===== config.mk =====
export PLATFORM = sky130hd
export DESIGN_NAME = infix_to_postfix_converter_flat
export DESIGN_NICKNAME = d
export VERILOG_FILES = /design/src/design/itp_pkg.sv /design/src/design/itp_token_if.sv /design/src/design/itp_result_if.sv /design/src/design/itp_ram.sv /design/src/design/itp_useq.sv /design/src/design/itp_datapath.sv /design/src/design/infix_to_postfix_converter.sv /design/src/flat_wrapper.sv
export SDC_FILE = /design/constraint.sdc
export NUM_CORES = 1
export LEC_CHECK = 0
export BUFFER_PORTS_ARGS = -buffer_cell sky130_fd_sc_hd__buf_4
export CAP_MARGIN = 20
export CORE_MARGIN = 5
export CORE_UTILIZATION = 40
export DETAILED_ROUTE_END_ITERATION = 7
export PLACE_DENSITY_LB_ADDON = 0.2
export SETUP_SLACK_MARGIN = 0.4
export SKIP_CTS_REPAIR_TIMING = 1
export SLEW_MARGIN = 10
export SYNTH_ARGS = -nofsm -noshare
export SYNTH_HDL_FRONTEND = slang
export SYNTH_SLANG_ARGS = --single-unit

===== constraint.sdc =====
create_clock -name i_clk -period 4.84 [get_ports i_clk]
set_input_delay 0.726 -clock i_clk [delete_from_list [all_inputs] [get_ports i_clk]]
set_output_delay 0.726 -clock i_clk [all_outputs]
set_load 0.1 [all_outputs]

===== src/design/itp_pkg.sv =====
// ----------------------------------------------------------------------------
// itp_pkg: shared types and constants of the infix to postfix converter
// Token and result codes, stack entry layout, microcode word and the program.
// ----------------------------------------------------------------------------
package itp_pkg;

    localparam int STACK_DEPTH_DEF = 32;

    localparam int KIND_W  = 3;
    localparam int OP_W    = 3;
    localparam int REF_W   = 16;
    localparam int OKIND_W = 2;
    localparam int ARITY_W = 6;
    localparam int ERR_W   = 3;
    localparam int UPC_W   = 6;

    // Highest stored delimiter count; arity is count plus one.
    localparam logic [ARITY_W-1:0] ARG_MAX = ARITY_W'(31);

    // Operator codes: + and - are level 1, *, / and % level 2.
    localparam logic [OP_W-1:0] OP_SUB = OP_W'(1);
    localparam logic [OP_W-1:0] OP_MOD = OP_W'(4);

    // Status codes. Bad token (4) cannot occur: every token kind is defined.
    localparam logic [ERR_W-1:0] ERR_OK       = ERR_W'(0);
    localparam logic [ERR_W-1:0] ERR_BAD_OP   = ERR_W'(1);
    localparam logic [ERR_W-1:0] ERR_PARENS   = ERR_W'(2);
    localparam logic [ERR_W-1:0] ERR_DELIM    = ERR_W'(3);
    localparam logic [ERR_W-1:0] ERR_OVERFLOW = ERR_W'(5);

    typedef enum logic [KIND_W-1:0] {
        K_NUMBER   = 3'd0,
        K_NAME     = 3'd1,
        K_OPERATOR = 3'd2,
        K_OPEN     = 3'd3,
        K_CLOSE    = 3'd4,
        K_DELIM    = 3'd5,
        K_SPACE    = 3'd6,
        K_END      = 3'd7
    } t_kind;

    typedef enum logic [OKIND_W-1:0] {
        O_OPERAND  = 2'd0,
        O_OPERATOR = 2'd1,
        O_CALL     = 2'd2,
        O_STATUS   = 2'd3
    } t_okind;

    // One operator stack entry. ctx: the innermost parenthesis at or below
    // this entry exists and is a function parenthesis.
    typedef struct packed {
        logic               paren;
        logic               func;
        logic               ctx;
        logic [OP_W-1:0]    op;
        logic [REF_W-1:0]   name_ref;
        logic [ARITY_W-1:0] argc;
    } t_entry;

    typedef struct packed {
        t_okind             kind;
        logic [REF_W-1:0]   ref_id;
        logic [OP_W-1:0]    op;
        logic [ARITY_W-1:0] arity;
        logic [ERR_W-1:0]   err;
    } t_result;

    // Result source of a step
    typedef enum logic [2:0] {
        E_NONE   = 3'd0,
        E_HELD   = 3'd1,  // held name as operand, if one is held
        E_TOK    = 3'd2,  // current token as operand
        E_TOPOP  = 3'd3,  // operator on top of stack
        E_FUNC   = 3'd4,  // function call, if top is a function paren
        E_STATUS = 3'd5,  // status with the word's error code
        E_ENDST  = 3'd6   // end status: parens open or ok
    } t_emit;

    typedef enum logic [2:0] {
        S_NONE    = 3'd0,
        S_POP     = 3'd1,
        S_LOAD    = 3'd2,  // take new top from stack memory
        S_PUSHOP  = 3'd3,
        S_PUSHPAR = 3'd4,
        S_CLEAR   = 3'd5,
        S_INCARG  = 3'd6
    } t_stk;

    typedef enum logic [1:0] {
        H_NONE = 2'd0,
        H_SET  = 2'd1,
        H_CLR  = 2'd2
    } t_held;

    typedef enum logic [2:0] {
        C_NEVER   = 3'd0,
        C_ALWAYS  = 3'd1,
        C_BADOP   = 3'd2,
        C_OP_STOP = 3'd3,  // operator pop loop must stop
        C_FULL    = 3'd4,
        C_PSTOP   = 3'd5,  // empty or paren on top
        C_EMPTY   = 3'd6,
        C_NO_CTX  = 3'd7   // no enclosing function paren
    } t_cond;

    typedef logic [UPC_W-1:0] t_upc;

    typedef struct packed {
        t_emit            emit;
        logic [ERR_W-1:0] err;
        t_stk             stk;
        t_held            held;
        logic             lset;
        t_cond            cond;
        t_upc             target;
        logic             fin;
    } t_uword;

    typedef struct packed {
        logic   busy;
        t_uword uw;
    } t_ctrl;

    typedef struct packed {
        logic  acc;
        t_kind in_kind;
        logic  latched;
        logic  stall;
        logic  empty;
        logic  full;
        logic  top_paren;
        logic  op_stop;
        logic  no_ctx;
        logic  badop;
    } t_dpstat;

    // Program labels
    localparam t_upc L_NUM     = t_upc'(0);
    localparam t_upc L_NAME    = t_upc'(2);
    localparam t_upc L_OPR     = t_upc'(3);
    localparam t_upc L_OP_LOOP = t_upc'(4);
    localparam t_upc L_OP_PUSH = t_upc'(7);
    localparam t_upc L_OPEN    = t_upc'(9);
    localparam t_upc L_CLOSE   = t_upc'(11);
    localparam t_upc L_CL_LOOP = t_upc'(12);
    localparam t_upc L_CL_DONE = t_upc'(15);
    localparam t_upc L_DELIM   = t_upc'(18);
    localparam t_upc L_DL_LOOP = t_upc'(19);
    localparam t_upc L_DL_DONE = t_upc'(22);
    localparam t_upc L_END     = t_upc'(23);
    localparam t_upc L_EN_LOOP = t_upc'(24);
    localparam t_upc L_EN_DONE = t_upc'(27);
    localparam t_upc L_F_OP    = t_upc'(28);
    localparam t_upc L_F_PAR   = t_upc'(29);
    localparam t_upc L_F_DEL   = t_upc'(30);
    localparam t_upc L_F_OVF   = t_upc'(31);
    localparam t_upc L_FIN     = t_upc'(32);
    localparam int   UCODE_LEN = 33;

    function automatic logic f_level(input logic [OP_W-1:0] op);
        return op > OP_SUB;
    endfunction

    function automatic t_uword uw(input t_emit e, input t_stk s, input t_held h,
                                  input t_cond c, input t_upc t,
                                  input logic [ERR_W-1:0] err, input logic ls,
                                  input logic fin);
        t_uword w;
        w.emit   = e;
        w.err    = err;
        w.stk    = s;
        w.held   = h;
        w.lset   = ls;
        w.cond   = c;
        w.target = t;
        w.fin    = fin;
        return w;
    endfunction

    localparam t_uword UCODE [UCODE_LEN] = '{
        // number
        uw(E_HELD,   S_NONE,    H_NONE, C_NEVER,   L_FIN,     ERR_OK, 1'b0, 1'b0),
        uw(E_TOK,    S_NONE,    H_NONE, C_ALWAYS,  L_FIN,     ERR_OK, 1'b0, 1'b0),
        // name
        uw(E_HELD,   S_NONE,    H_SET,  C_ALWAYS,  L_FIN,     ERR_OK, 1'b0, 1'b0),
        // operator
        uw(E_HELD,   S_NONE,    H_NONE, C_BADOP,   L_F_OP,    ERR_OK, 1'b0, 1'b0),
        uw(E_NONE,   S_NONE,    H_NONE, C_OP_STOP, L_OP_PUSH, ERR_OK, 1'b0, 1'b0),
        uw(E_TOPOP,  S_POP,     H_NONE, C_NEVER,   L_FIN,     ERR_OK, 1'b0, 1'b0),
        uw(E_NONE,   S_LOAD,    H_NONE, C_ALWAYS,  L_OP_LOOP, ERR_OK, 1'b0, 1'b0),
        uw(E_NONE,   S_NONE,    H_NONE, C_FULL,    L_F_OVF,   ERR_OK, 1'b0, 1'b0),
        uw(E_NONE,   S_PUSHOP,  H_NONE, C_ALWAYS,  L_FIN,     ERR_OK, 1'b0, 1'b0),
        // open paren
        uw(E_NONE,   S_NONE,    H_NONE, C_FULL,    L_F_OVF,   ERR_OK, 1'b0, 1'b0),
        uw(E_NONE,   S_PUSHPAR, H_CLR,  C_ALWAYS,  L_FIN,     ERR_OK, 1'b0, 1'b0),
        // close paren
        uw(E_HELD,   S_NONE,    H_NONE, C_NEVER,   L_FIN,     ERR_OK, 1'b0, 1'b0),
        uw(E_NONE,   S_NONE,    H_NONE, C_PSTOP,   L_CL_DONE, ERR_OK, 1'b0, 1'b0),
        uw(E_TOPOP,  S_POP,     H_NONE, C_NEVER,   L_FIN,     ERR_OK, 1'b0, 1'b0),
        uw(E_NONE,   S_LOAD,    H_NONE, C_ALWAYS,  L_CL_LOOP, ERR_OK, 1'b0, 1'b0),
        uw(E_NONE,   S_NONE,    H_NONE, C_EMPTY,   L_F_PAR,   ERR_OK, 1'b0, 1'b0),
        uw(E_FUNC,   S_POP,     H_NONE, C_NEVER,   L_FIN,     ERR_OK, 1'b0, 1'b0),
        uw(E_NONE,   S_LOAD,    H_NONE, C_ALWAYS,  L_FIN,     ERR_OK, 1'b0, 1'b0),
        // delimiter
        uw(E_HELD,   S_NONE,    H_NONE, C_NO_CTX,  L_F_DEL,   ERR_OK, 1'b0, 1'b0),
        uw(E_NONE,   S_NONE,    H_NONE, C_PSTOP,   L_DL_DONE, ERR_OK, 1'b0, 1'b0),
        uw(E_TOPOP,  S_POP,     H_NONE, C_NEVER,   L_FIN,     ERR_OK, 1'b0, 1'b0),
        uw(E_NONE,   S_LOAD,    H_NONE, C_ALWAYS,  L_DL_LOOP, ERR_OK, 1'b0, 1'b0),
        uw(E_NONE,   S_INCARG,  H_NONE, C_ALWAYS,  L_FIN,     ERR_OK, 1'b0, 1'b0),
        // end
        uw(E_HELD,   S_NONE,    H_NONE, C_NEVER,   L_FIN,     ERR_OK, 1'b0, 1'b0),
        uw(E_NONE,   S_NONE,    H_NONE, C_PSTOP,   L_EN_DONE, ERR_OK, 1'b0, 1'b0),
        uw(E_TOPOP,  S_POP,     H_NONE, C_NEVER,   L_FIN,     ERR_OK, 1'b0, 1'b0),
        uw(E_NONE,   S_LOAD,    H_NONE, C_ALWAYS,  L_EN_LOOP, ERR_OK, 1'b0, 1'b0),
        uw(E_ENDST,  S_CLEAR,   H_NONE, C_ALWAYS,  L_FIN,     ERR_OK, 1'b0, 1'b0),
        // failures: status, drop stack and held name, latch the error
        uw(E_STATUS, S_CLEAR,   H_CLR,  C_ALWAYS,  L_FIN, ERR_BAD_OP,   1'b1, 1'b0),
        uw(E_STATUS, S_CLEAR,   H_CLR,  C_ALWAYS,  L_FIN, ERR_PARENS,   1'b1, 1'b0),
        uw(E_STATUS, S_CLEAR,   H_CLR,  C_ALWAYS,  L_FIN, ERR_DELIM,    1'b1, 1'b0),
        uw(E_STATUS, S_CLEAR,   H_CLR,  C_ALWAYS,  L_FIN, ERR_OVERFLOW, 1'b1, 1'b0),
        // finish: release the held-back result with last set
        uw(E_NONE,   S_NONE,    H_NONE, C_NEVER,   L_FIN,     ERR_OK, 1'b0, 1'b1)
    };

    function automatic t_upc f_entry(input t_kind k, input logic latched);
        t_upc pc;
        pc = L_FIN;
        if (!latched) begin
            unique case (k)
                K_NUMBER:   pc = L_NUM;
                K_NAME:     pc = L_NAME;
                K_OPERATOR: pc = L_OPR;
                K_OPEN:     pc = L_OPEN;
                K_CLOSE:    pc = L_CLOSE;
                K_DELIM:    pc = L_DELIM;
                K_SPACE:    pc = L_FIN;
                K_END:      pc = L_END;
                default:    pc = L_FIN;
            endcase
        end
        return pc;
    endfunction

endpackage


===== src/design/itp_token_if.sv =====
// ----------------------------------------------------------------------------
// itp_token_if: token input channel
// Valid/ready channel carrying one classified token per item.
// ----------------------------------------------------------------------------
interface itp_token_if;
    import itp_pkg::*;

    logic              valid;
    logic              ready;
    logic [KIND_W-1:0] token_kind;
    logic [OP_W-1:0]   op_code;
    logic [REF_W-1:0]  token_ref;

    modport source (output valid, token_kind, op_code, token_ref, input ready);
    modport sink   (input valid, token_kind, op_code, token_ref, output ready);
    modport mon    (input valid, ready, token_kind, op_code, token_ref);
endinterface


===== src/design/itp_result_if.sv =====
// ----------------------------------------------------------------------------
// itp_result_if: postfix result channel
// Valid/ready channel carrying one postfix result per item.
// ----------------------------------------------------------------------------
interface itp_result_if;
    import itp_pkg::*;

    logic               valid;
    logic               ready;
    logic [OKIND_W-1:0] out_kind;
    logic [REF_W-1:0]   out_ref;
    logic [OP_W-1:0]    out_op;
    logic [ARITY_W-1:0] arity;
    logic [ERR_W-1:0]   error_code;
    logic               last;

    modport source (output valid, out_kind, out_ref, out_op, arity, error_code, last,
                    input ready);
    modport sink   (input valid, out_kind, out_ref, out_op, arity, error_code, last,
                    output ready);
    modport mon    (input valid, ready, out_kind, out_ref, out_op, arity, error_code,
                    last);
endinterface


===== src/design/itp_ram.sv =====
// ----------------------------------------------------------------------------
// itp_ram: generic single-port-write RAM
// One write and one read port, read data registered.
// ----------------------------------------------------------------------------
module itp_ram #(
    parameter int WIDTH = 8,
    parameter int DEPTH = 32
) (
    input  logic                     i_clk,
    input  logic                     i_we,
    input  logic [$clog2(DEPTH)-1:0] i_waddr,
    input  logic [WIDTH-1:0]         i_wdata,
    input  logic [$clog2(DEPTH)-1:0] i_raddr,
    output logic [WIDTH-1:0]         o_rdata
);
    logic [WIDTH-1:0] r_mem [DEPTH];
    logic [WIDTH-1:0] r_rdata;

    always_ff @(posedge i_clk) begin
        if (i_we) begin
            r_mem[i_waddr] <= i_wdata;
        end
        r_rdata <= r_mem[i_raddr];
    end

    assign o_rdata = r_rdata;
endmodule


===== src/design/itp_useq.sv =====
// ----------------------------------------------------------------------------
// itp_useq: microcode sequencer
// Step counter, program fetch, dispatch on token kind and conditional jumps.
// ----------------------------------------------------------------------------
module itp_useq (
    input  logic            i_clk,
    input  logic            i_rst_n,
    input  itp_pkg::t_dpstat i_stat,
    output itp_pkg::t_ctrl   o_ctrl
);
    import itp_pkg::*;

    logic   r_busy, n_busy;
    t_upc   r_pc, n_pc;
    t_uword w;
    logic   take;

    assign w = UCODE[r_pc];

    always_comb begin
        unique case (w.cond)
            C_NEVER:   take = 1'b0;
            C_ALWAYS:  take = 1'b1;
            C_BADOP:   take = i_stat.badop;
            C_OP_STOP: take = i_stat.op_stop;
            C_FULL:    take = i_stat.full;
            C_PSTOP:   take = i_stat.empty || i_stat.top_paren;
            C_EMPTY:   take = i_stat.empty;
            C_NO_CTX:  take = i_stat.no_ctx;
            default:   take = 1'b0;
        endcase
    end

    always_comb begin
        n_busy = r_busy;
        n_pc   = r_pc;
        if (!r_busy) begin
            if (i_stat.acc) begin
                n_busy = 1'b1;
                n_pc   = f_entry(i_stat.in_kind, i_stat.latched);
            end
        end else if (!i_stat.stall) begin
            if (w.fin) begin
                n_busy = 1'b0;
            end else if (take) begin
                n_pc = w.target;
            end else begin
                n_pc = t_upc'(r_pc + 1'b1);
            end
        end
    end

    always_ff @(posedge i_clk) begin
        if (!i_rst_n) begin
            r_busy <= 1'b0;
            r_pc   <= L_FIN;
        end else begin
            r_busy <= n_busy;
            r_pc   <= n_pc;
        end
    end

    assign o_ctrl.busy = r_busy;
    assign o_ctrl.uw   = w;
endmodule


===== src/design/itp_datapath.sv =====
// ----------------------------------------------------------------------------
// itp_datapath: operator stack, held name and result staging
// Executes one control word per cycle unless the output stalls; holds one result back to mark last.
// ----------------------------------------------------------------------------
module itp_datapath #(
    parameter int STACK_DEPTH = itp_pkg::STACK_DEPTH_DEF
) (
    input  logic             i_clk,
    input  logic             i_rst_n,
    itp_token_if.sink        i_tok,
    itp_result_if.source     o_res,
    input  itp_pkg::t_ctrl   i_ctrl,
    output itp_pkg::t_dpstat o_stat
);
    import itp_pkg::*;

    localparam int AW = $clog2(STACK_DEPTH);
    localparam int CW = $clog2(STACK_DEPTH + 1);
    localparam int EW = $bits(t_entry);

    t_uword w;
    logic   acc, exec, stall, need_slot, ld_out, top_ne, push;

    logic [CW-1:0]    r_cnt, n_cnt, cnt_m1, cnt_m2;
    t_entry           r_top, n_top;
    logic             r_held_v, n_held_v;
    logic [REF_W-1:0] r_held_ref;
    logic             r_latched, n_latched;
    logic [OP_W-1:0]  r_tok_op;
    logic [REF_W-1:0] r_tok_ref;
    logic             r_pend_v, n_pend_v;
    t_result          r_pend, gen;
    logic             gen_v;
    logic             r_out_v, n_out_v;
    t_result          r_out;
    logic             r_out_last;
    logic [EW-1:0]    rd_data;

    assign w      = i_ctrl.uw;
    assign acc    = i_tok.valid && i_tok.ready;
    assign top_ne = r_cnt != '0;
    assign cnt_m1 = r_cnt - CW'(1);
    assign cnt_m2 = r_cnt - CW'(2);

    assign i_tok.ready = !i_ctrl.busy;

    // Result produced by this step
    always_comb begin
        gen   = '0;
        gen_v = 1'b0;
        unique case (w.emit)
            E_NONE: ;
            E_HELD: begin
                gen_v      = r_held_v;
                gen.kind   = O_OPERAND;
                gen.ref_id = r_held_ref;
            end
            E_TOK: begin
                gen_v      = 1'b1;
                gen.kind   = O_OPERAND;
                gen.ref_id = r_tok_ref;
            end
            E_TOPOP: begin
                gen_v    = 1'b1;
                gen.kind = O_OPERATOR;
                gen.op   = r_top.op;
            end
            E_FUNC: begin
                gen_v      = r_top.func;
                gen.kind   = O_CALL;
                gen.ref_id = r_top.name_ref;
                gen.arity  = r_top.argc + ARITY_W'(1);
            end
            E_STATUS: begin
                gen_v    = 1'b1;
                gen.kind = O_STATUS;
                gen.err  = w.err;
            end
            E_ENDST: begin
                gen_v    = 1'b1;
                gen.kind = O_STATUS;
                gen.err  = top_ne ? ERR_PARENS : ERR_OK;
            end
            default: ;
        endcase
    end

    // The held-back result moves out when a newer one arrives or the item ends
    assign need_slot = r_pend_v && (gen_v || w.fin);
    assign stall     = i_ctrl.busy && need_slot && r_out_v && !o_res.ready;
    assign exec      = i_ctrl.busy && !stall;
    assign ld_out    = exec && need_slot;

    always_comb begin
        n_pend_v = r_pend_v;
        if (exec && gen_v) begin
            n_pend_v = 1'b1;
        end else if (exec && w.fin) begin
            n_pend_v = 1'b0;
        end
        if (ld_out) begin
            n_out_v = 1'b1;
        end else if (o_res.ready) begin
            n_out_v = 1'b0;
        end else begin
            n_out_v = r_out_v;
        end
    end

    // Stack: r_top is the live top entry, memory holds the entries below it
    assign push = exec && (w.stk == S_PUSHOP || w.stk == S_PUSHPAR);

    itp_ram #(
        .WIDTH (EW),
        .DEPTH (STACK_DEPTH)
    ) u_stack (
        .i_clk   (i_clk),
        .i_we    (push && top_ne),
        .i_waddr (cnt_m1[AW-1:0]),
        .i_wdata (r_top),
        .i_raddr (cnt_m2[AW-1:0]),
        .o_rdata (rd_data)
    );

    always_comb begin
        n_cnt = r_cnt;
        n_top = r_top;
        if (exec) begin
            unique case (w.stk)
                S_NONE: ;
                S_POP: n_cnt = cnt_m1;
                S_LOAD: n_top = t_entry'(rd_data);
                S_PUSHOP: begin
                    n_top     = '0;
                    n_top.ctx = top_ne && r_top.ctx;
                    n_top.op  = r_tok_op;
                    n_cnt     = r_cnt + CW'(1);
                end
                S_PUSHPAR: begin
                    n_top          = '0;
                    n_top.paren    = 1'b1;
                    n_top.func     = r_held_v;
                    n_top.ctx      = r_held_v;
                    n_top.name_ref = r_held_ref;
                    n_cnt          = r_cnt + CW'(1);
                end
                S_CLEAR: n_cnt = '0;
                S_INCARG: begin
                    if (r_top.argc < ARG_MAX) begin
                        n_top.argc = r_top.argc + ARITY_W'(1);
                    end
                end
                default: ;
            endcase
        end
    end

    always_comb begin
        n_held_v = r_held_v;
        if (exec) begin
            if (w.held == H_SET) begin
                n_held_v = 1'b1;
            end else if (w.held == H_CLR || w.emit == E_HELD) begin
                n_held_v = 1'b0;
            end
        end
        n_latched = r_latched;
        if (acc && r_latched && t_kind'(i_tok.token_kind) == K_END) begin
            n_latched = 1'b0;
        end else if (exec && w.lset) begin
            n_latched = 1'b1;
        end
    end

    always_ff @(posedge i_clk) begin
        if (!i_rst_n) begin
            r_cnt     <= '0;
            r_held_v  <= 1'b0;
            r_latched <= 1'b0;
            r_pend_v  <= 1'b0;
            r_out_v   <= 1'b0;
        end else begin
            r_cnt     <= n_cnt;
            r_held_v  <= n_held_v;
            r_latched <= n_latched;
            r_pend_v  <= n_pend_v;
            r_out_v   <= n_out_v;
        end
    end

    always_ff @(posedge i_clk) begin
        r_top <= n_top;
        if (acc) begin
            r_tok_op  <= i_tok.op_code;
            r_tok_ref <= i_tok.token_ref;
        end
        if (exec && w.held == H_SET) begin
            r_held_ref <= r_tok_ref;
        end
        if (exec && gen_v) begin
            r_pend <= gen;
        end
        if (ld_out) begin
            r_out      <= r_pend;
            r_out_last <= w.fin;
        end
    end

    assign o_res.valid      = r_out_v;
    assign o_res.out_kind   = r_out.kind;
    assign o_res.out_ref    = r_out.ref_id;
    assign o_res.out_op     = r_out.op;
    assign o_res.arity      = r_out.arity;
    assign o_res.error_code = r_out.err;
    assign o_res.last       = r_out_last;

    assign o_stat.acc       = acc;
    assign o_stat.in_kind   = t_kind'(i_tok.token_kind);
    assign o_stat.latched   = r_latched;
    assign o_stat.stall     = stall;
    assign o_stat.empty     = !top_ne;
    assign o_stat.full      = r_cnt == CW'(STACK_DEPTH);
    assign o_stat.top_paren = r_top.paren;
    assign o_stat.op_stop   = !top_ne || r_top.paren
                              || (!f_level(r_top.op) && f_level(r_tok_op));
    assign o_stat.no_ctx    = !top_ne || !r_top.ctx;
    assign o_stat.badop     = r_tok_op > OP_MOD;
endmodule


===== src/design/infix_to_postfix_converter.sv =====
// ----------------------------------------------------------------------------
// infix_to_postfix_converter: shunting-yard token reorderer
// Turns a stream of classified infix tokens into postfix results.
// ----------------------------------------------------------------------------
// One token is taken, worked off by a short microprogram, and the next token is
// accepted once its program finishes. For every operator popped off the stack,
// one step pops it and issues the read and one step reloads the new top from
// the stack memory, whose read is registered. The program stalls while the
// output register is full and not taken. Results leave through one output
// register, so the next token is accepted while the last result of the
// previous one still waits. Operands leave at once; + and - rank below *, /
// and %; all are left associative. A name directly followed by '(' becomes a
// function call that leaves after its ')' with arity = delimiters + 1
// (at most 32). Any error sends one status result, empties the stack and
// ignores tokens up to and including the next end token. An end token flushes
// the stack and sends a status result. The last flag marks the final result
// caused by each token.
// ----------------------------------------------------------------------------
module infix_to_postfix_converter #(
    parameter int STACK_DEPTH = itp_pkg::STACK_DEPTH_DEF
) (
    input  logic         i_clk,
    input  logic         i_rst_n,
    itp_token_if.sink    i_tok,
    itp_result_if.source o_res
);
    import itp_pkg::*;

    // control word from the sequencer, branch flags back from the datapath
    t_ctrl   ctrl;
    t_dpstat stat;

    itp_useq u_useq (
        .i_clk   (i_clk),
        .i_rst_n (i_rst_n),
        .i_stat  (stat),
        .o_ctrl  (ctrl)
    );

    itp_datapath #(
        .STACK_DEPTH (STACK_DEPTH)
    ) u_datapath (
        .i_clk   (i_clk),
        .i_rst_n (i_rst_n),
        .i_tok   (i_tok),
        .o_res   (o_res),
        .i_ctrl  (ctrl),
        .o_stat  (stat)
    );
endmodule


===== src/flat_wrapper.sv =====
// flat-port wrapper written by rule: the top's interface ports become plain ports
module infix_to_postfix_converter_flat import itp_pkg::*;
#(
    parameter int STACK_DEPTH = itp_pkg::STACK_DEPTH_DEF
)
  (i_clk, i_rst_n, i_tok_valid, i_tok_token_kind, i_tok_op_code, i_tok_token_ref, i_tok_ready, o_res_valid, o_res_out_kind, o_res_out_ref, o_res_out_op, o_res_arity, o_res_error_code, o_res_last, o_res_ready);
  itp_token_if i_tok_i ();
  itp_result_if o_res_i ();
  input  logic i_clk;
  input  logic i_rst_n;
  input wire logic [$bits(i_tok_i.valid)-1:0] i_tok_valid;
  input wire logic [$bits(i_tok_i.token_kind)-1:0] i_tok_token_kind;
  input wire logic [$bits(i_tok_i.op_code)-1:0] i_tok_op_code;
  input wire logic [$bits(i_tok_i.token_ref)-1:0] i_tok_token_ref;
  output wire logic [$bits(i_tok_i.ready)-1:0] i_tok_ready;
  output wire logic [$bits(o_res_i.valid)-1:0] o_res_valid;
  output wire logic [$bits(o_res_i.out_kind)-1:0] o_res_out_kind;
  output wire logic [$bits(o_res_i.out_ref)-1:0] o_res_out_ref;
  output wire logic [$bits(o_res_i.out_op)-1:0] o_res_out_op;
  output wire logic [$bits(o_res_i.arity)-1:0] o_res_arity;
  output wire logic [$bits(o_res_i.error_code)-1:0] o_res_error_code;
  output wire logic [$bits(o_res_i.last)-1:0] o_res_last;
  input wire logic [$bits(o_res_i.ready)-1:0] o_res_ready;
  assign i_tok_i.valid = i_tok_valid;
  assign i_tok_i.token_kind = i_tok_token_kind;
  assign i_tok_i.op_code = i_tok_op_code;
  assign i_tok_i.token_ref = i_tok_token_ref;
  assign i_tok_ready = i_tok_i.ready;
  assign o_res_valid = o_res_i.valid;
  assign o_res_out_kind = o_res_i.out_kind;
  assign o_res_out_ref = o_res_i.out_ref;
  assign o_res_out_op = o_res_i.out_op;
  assign o_res_arity = o_res_i.arity;
  assign o_res_error_code = o_res_i.error_code;
  assign o_res_last = o_res_i.last;
  assign o_res_i.ready = o_res_ready;
  infix_to_postfix_converter #(.STACK_DEPTH(STACK_DEPTH)) u_core (.i_clk(i_clk), .i_rst_n(i_rst_n), .i_tok(i_tok_i), .o_res(o_res_i));
endmodule

==> results.toml <==
[logic_synthesis]
synthFlopType = "edfxtp_1"
synth-edff-count = 1020
ys_seq_area_share_pct = 76.2
synth-seq-cells = 1065
synth-simple-area-share_pct = 2.55
yosysMostFrequentCell = "edfxtp_1"
yosys.area_share.adder_pct = 0.695
synth_warnings = 0
synth_cell_types = 70
yosys-top-cells-count = "edfxtp_1 (1020), mux4_2 (281), nor2_1 (65)"
async_flop_share_pct = 0
avgSynthCellArea_sq_um = 21.6
netlist_top_cells_area = "edfxtp_1 (74%), mux4_2 (15%), dfxtp_1 (2.2%)"
synthMuxAreaShare_pct = 16.3
synth_compound_area_share_pct = 2.69
netlist_instances = 1913
synth_area_sq_mm = 0.0414
yosys.area.top_type_share_pct = 74.0
yosysTopAreaCell = "edfxtp_1"
synthesis.nets = 1962
synth_top_family_by_area = "multiplexers"
synthXorXnorAreaFrac_pct = 0.296

[routing]
vias = 20100
detail-route-antenna-nets = 0
drtIter0Drc = 1836
route.detailed.drc = 0
routed_wl_um = 102000
avgRoutedWirePerCell_um = 28.7
first_pass_iters = 6
viasPerCell = 5.63

[cts]
clock_path_buffers = 3
cts_root_buffer = "clkbuf_16"
cts_buffers = 109
cts_htree_levels = 3
clk_latency_ns = 0.70
cts_tree = "done"
cts_sinks = 1065
clk_pin_slew_ns = 0.06

[die]
placement_rows = 118
die_area_sq_mm = 0.110
floorplan.initialDensity_pct = 40.1
coreArea_sq_mm = 0.103
die_x_um = 332
die_y_um = 332
ios = 59

[finish]
final_core_util_pct = 47.0
nNetsFinal = 2139
design_area_sq_mm = 0.0485
area_growth_pct = 17.2
regArea_sq_mm = 0.0315
fillers = 8405
multi_input_area_sq_mm = 0.00960
drive_above_1_share_pct = 32.5

[global_route]
busiest_layer = "met2"
antenna_found_initial = 6
met3_usage_pct = 4.00
track_usage_pct = 18.4
overflow = 0
grtUsageMet2_pct = 28.4
grt_pass1_vias = 20400
grt_pass1_wl_um = 148000
grt_max_degree = 113
use_met1_pct = 26.7

[power]
p_sw_share_pct = 20.9
p_comb_share_pct = 4.1
power.switching_mw = 4.10
p_per_area_mw_per_mm2 = 404
p_int_mw = 15.5
pwr-share-clk_pct = 44.3
ir_worst_vdd_v = 0.000258
p_seq_share_pct = 51.7
p_leak_nw = 15.2

[placement]
gp_congestion = 0.862
dp_hpwl_um = 64900
portBuffers = 58
postPlaceCellArea_sq_mm = 0.0446

[critical_path]
slowest_delay_ns = 0.58
worst-path-max-fanout = 24
cp_num_buf_inv = 3
crit_top_cell = "nor2_4"
path_class = "flip-flop to flip-flop"
arrival_ns = 4.66
crit_slowest_cell = "or4b_4"
cp_top_family = "simple AND/OR/NAND/NOR gates"
critPathLaunchType = "flip-flop"
required_ns = 5.22
worstSetupEndpointType = "flip-flop"
crit_chain = "inv_1, ha_1, mux2_2, mux4_2, a211o_1, nor2_4, nor2_4, buf_4, or4b_4, nor2_2, and2_2, buf_12"

[timing]
relSlewSlack_pct = 35.9
fin_skew_ns = 0.0333
min_period_ns = 4.28
rsz0062_at_grt = "false"
max_freq_ghz = 0.234
worst_pin_slew_ns = 0.937
drv_slew = 0
hold_viol = 0
setup_viol = 0
setup_tns_ns = 0
timing.final.crit_share_pct = 88.5

[worst_hold_path]
hold_class = "input pin to flip-flop"

[run]
maxCapViolCount = 0

[outcome]
outcome = "complete, no violations"
path summary, 6_finish.rpt:
kind                                                              from                                                end  slack (ns)  cells past startpoint
worst min register to register  u_core.u_datapath.r_pend[19]$_DFFE_PP_       u_core.u_datapath.o_res.out_ref[7]$_DFFE_PP_        0.42                      0
worst max register to register      u_core.u_useq.r_pc[1]$_SDFFE_PN0P_  u_core.u_datapath.u_stack.r_mem[18][14]$_DFFE_PP_        0.56                     12
worst max-delay path                u_core.u_useq.r_pc[1]$_SDFFE_PN0P_  u_core.u_datapath.u_stack.r_mem[18][14]$_DFFE_PP_        0.56                     12
worst min-delay path                                i_tok_token_ref[3]           u_core.u_datapath.r_tok_ref[3]$_DFFE_PP_        0.21                      1
stage by stage:
step                cells  hold WS (ns)  power [mW]  setup WS (ns)
floorplan            1913         0.400        10.8          0.475
global placement     3350         0.401        11.1          0.451
detailed placement   3352         0.405        11.1          0.354
CTS                  3559         0.158        19.8          0.297
global route         3566         0.177        20.2          0.422
finish               3567         0.210        19.6          0.559
worst register-to-register path, stage by stage (launching register included):
cell and delay (ns):
dfxtp_2 0.40, inv_1 0.12, ha_1 0.32, mux2_2 0.32, mux4_2 0.55, a211o_1 0.38, nor2_4 0.14, nor2_4 0.11
buf_4 0.28, or4b_4 0.58, nor2_2 0.16, and2_2 0.36, buf_12 0.23
routing by layer:
metal / vias up / wire (um)
li1: 8415 / -
met1: 10800 / 44700
met2: 672 / 48000
met3: 143 / 7320
met4: 6 / 2420
met5: - / 39
cell usage in the layout (no fill, tap or decap), types with 5 or more instances in the layout:
cell / Yosys / routed
nor2b_1: 7 / 6
nand4_1: 5 / 5
nor2_4: 1 / 28
o21ai_0: 28 / 28
and2_2: 0 / 6
clkinv_1: 1 / 10
clkbuf_16: 0 / 109
dfxtp_1: 45 / 42
inv_1: 35 / 35
mux2_2: 35 / 35
nand3_1: 22 / 22
buf_12: 0 / 30
and2_1: 15 / 7
nor3_1: 9 / 8
clkbuf_1: 58 / 26
a22o_1: 20 / 20
clkbuf_8: 0 / 10
a21oi_1: 27 / 26
ha_1: 23 / 22
buf_4: 2 / 122
edfxtp_1: 1020 / 1020
bufinv_16: 0 / 14
xor2_1: 9 / 8
nand2_1: 39 / 38
o211a_1: 5 / 5
a31oi_1: 7 / 7
clkinvlp_4: 0 / 6
a222oi_1: 16 / 16
nor2_1: 65 / 39
clkinv_2: 0 / 24
mux4_2: 281 / 281
nand2b_1: 12 / 12
state kept, by name, indices dropped and copies added, names as in the netlist:
register and flops:
u_core.u_datapath.o_res.out_op 3, u_core.u_datapath.o_res.arity 6, u_core.u_datapath.r_latched 1, u_core.u_datapath.o_res.valid 1
u_core.u_useq.r_pc 6, u_core.u_datapath.u_stack.o_rdata 28, u_core.u_datapath.r_held_v 1, u_core.u_datapath.r_held_ref 16
u_core.u_datapath.r_top 27, u_core.u_datapath.r_tok_op 3, u_core.u_datapath.r_tok_ref 16, u_core.u_datapath.r_pend 30
u_core.u_datapath.o_res.error_code 3, u_core.u_datapath.o_stat 1, u_core.u_datapath.o_res.out_kind 2, u_core.u_datapath.r_cnt 6
u_core.u_useq.r_busy 1, u_core.u_datapath.r_pend_v 1, u_core.u_datapath.u_stack.r_mem 896, u_core.u_datapath.o_res.last 1
u_core.u_datapath.o_res.out_ref 16
logic make-up (layout without fill, tap and decap cells):
kind of cell	count (synthesis)	count (layout)
fa+ha+maj	23	23
other cells	0	1
compound gates	152	152
xor+xnor	14	14
buf+inv	134	407
flops	1065	1065
mux	318	318
simple gates	207	207
power groups by stage:
| stage | Combinational, mW | Clock (mW) | Sequential (mW) |
|---|---|---|---|
| after detailed placement | 0.792 | 0 | 10.3 |
| after global placement | 0.786 | 0 | 10.3 |
| after global routing | 0.848 | 9.26 | 10.1 |
| final | 0.795 | 8.67 | 10.1 |
| after CTS | 0.796 | 8.86 | 10.1 |
| after floorplan | 0.500 | 0 | 10.3 |
final cells by class:
class                      count  area share, %
clock inverter                62           1.63
timing repair buffer         162           3.53
clock buffer                 145           6.11
antenna                        1        0.00516
tap                         1380           3.56
sequential                  1065           65.1
multi-input combinational    714           19.8
inverter                      38          0.294
Power figures use the tool's default switching activity.
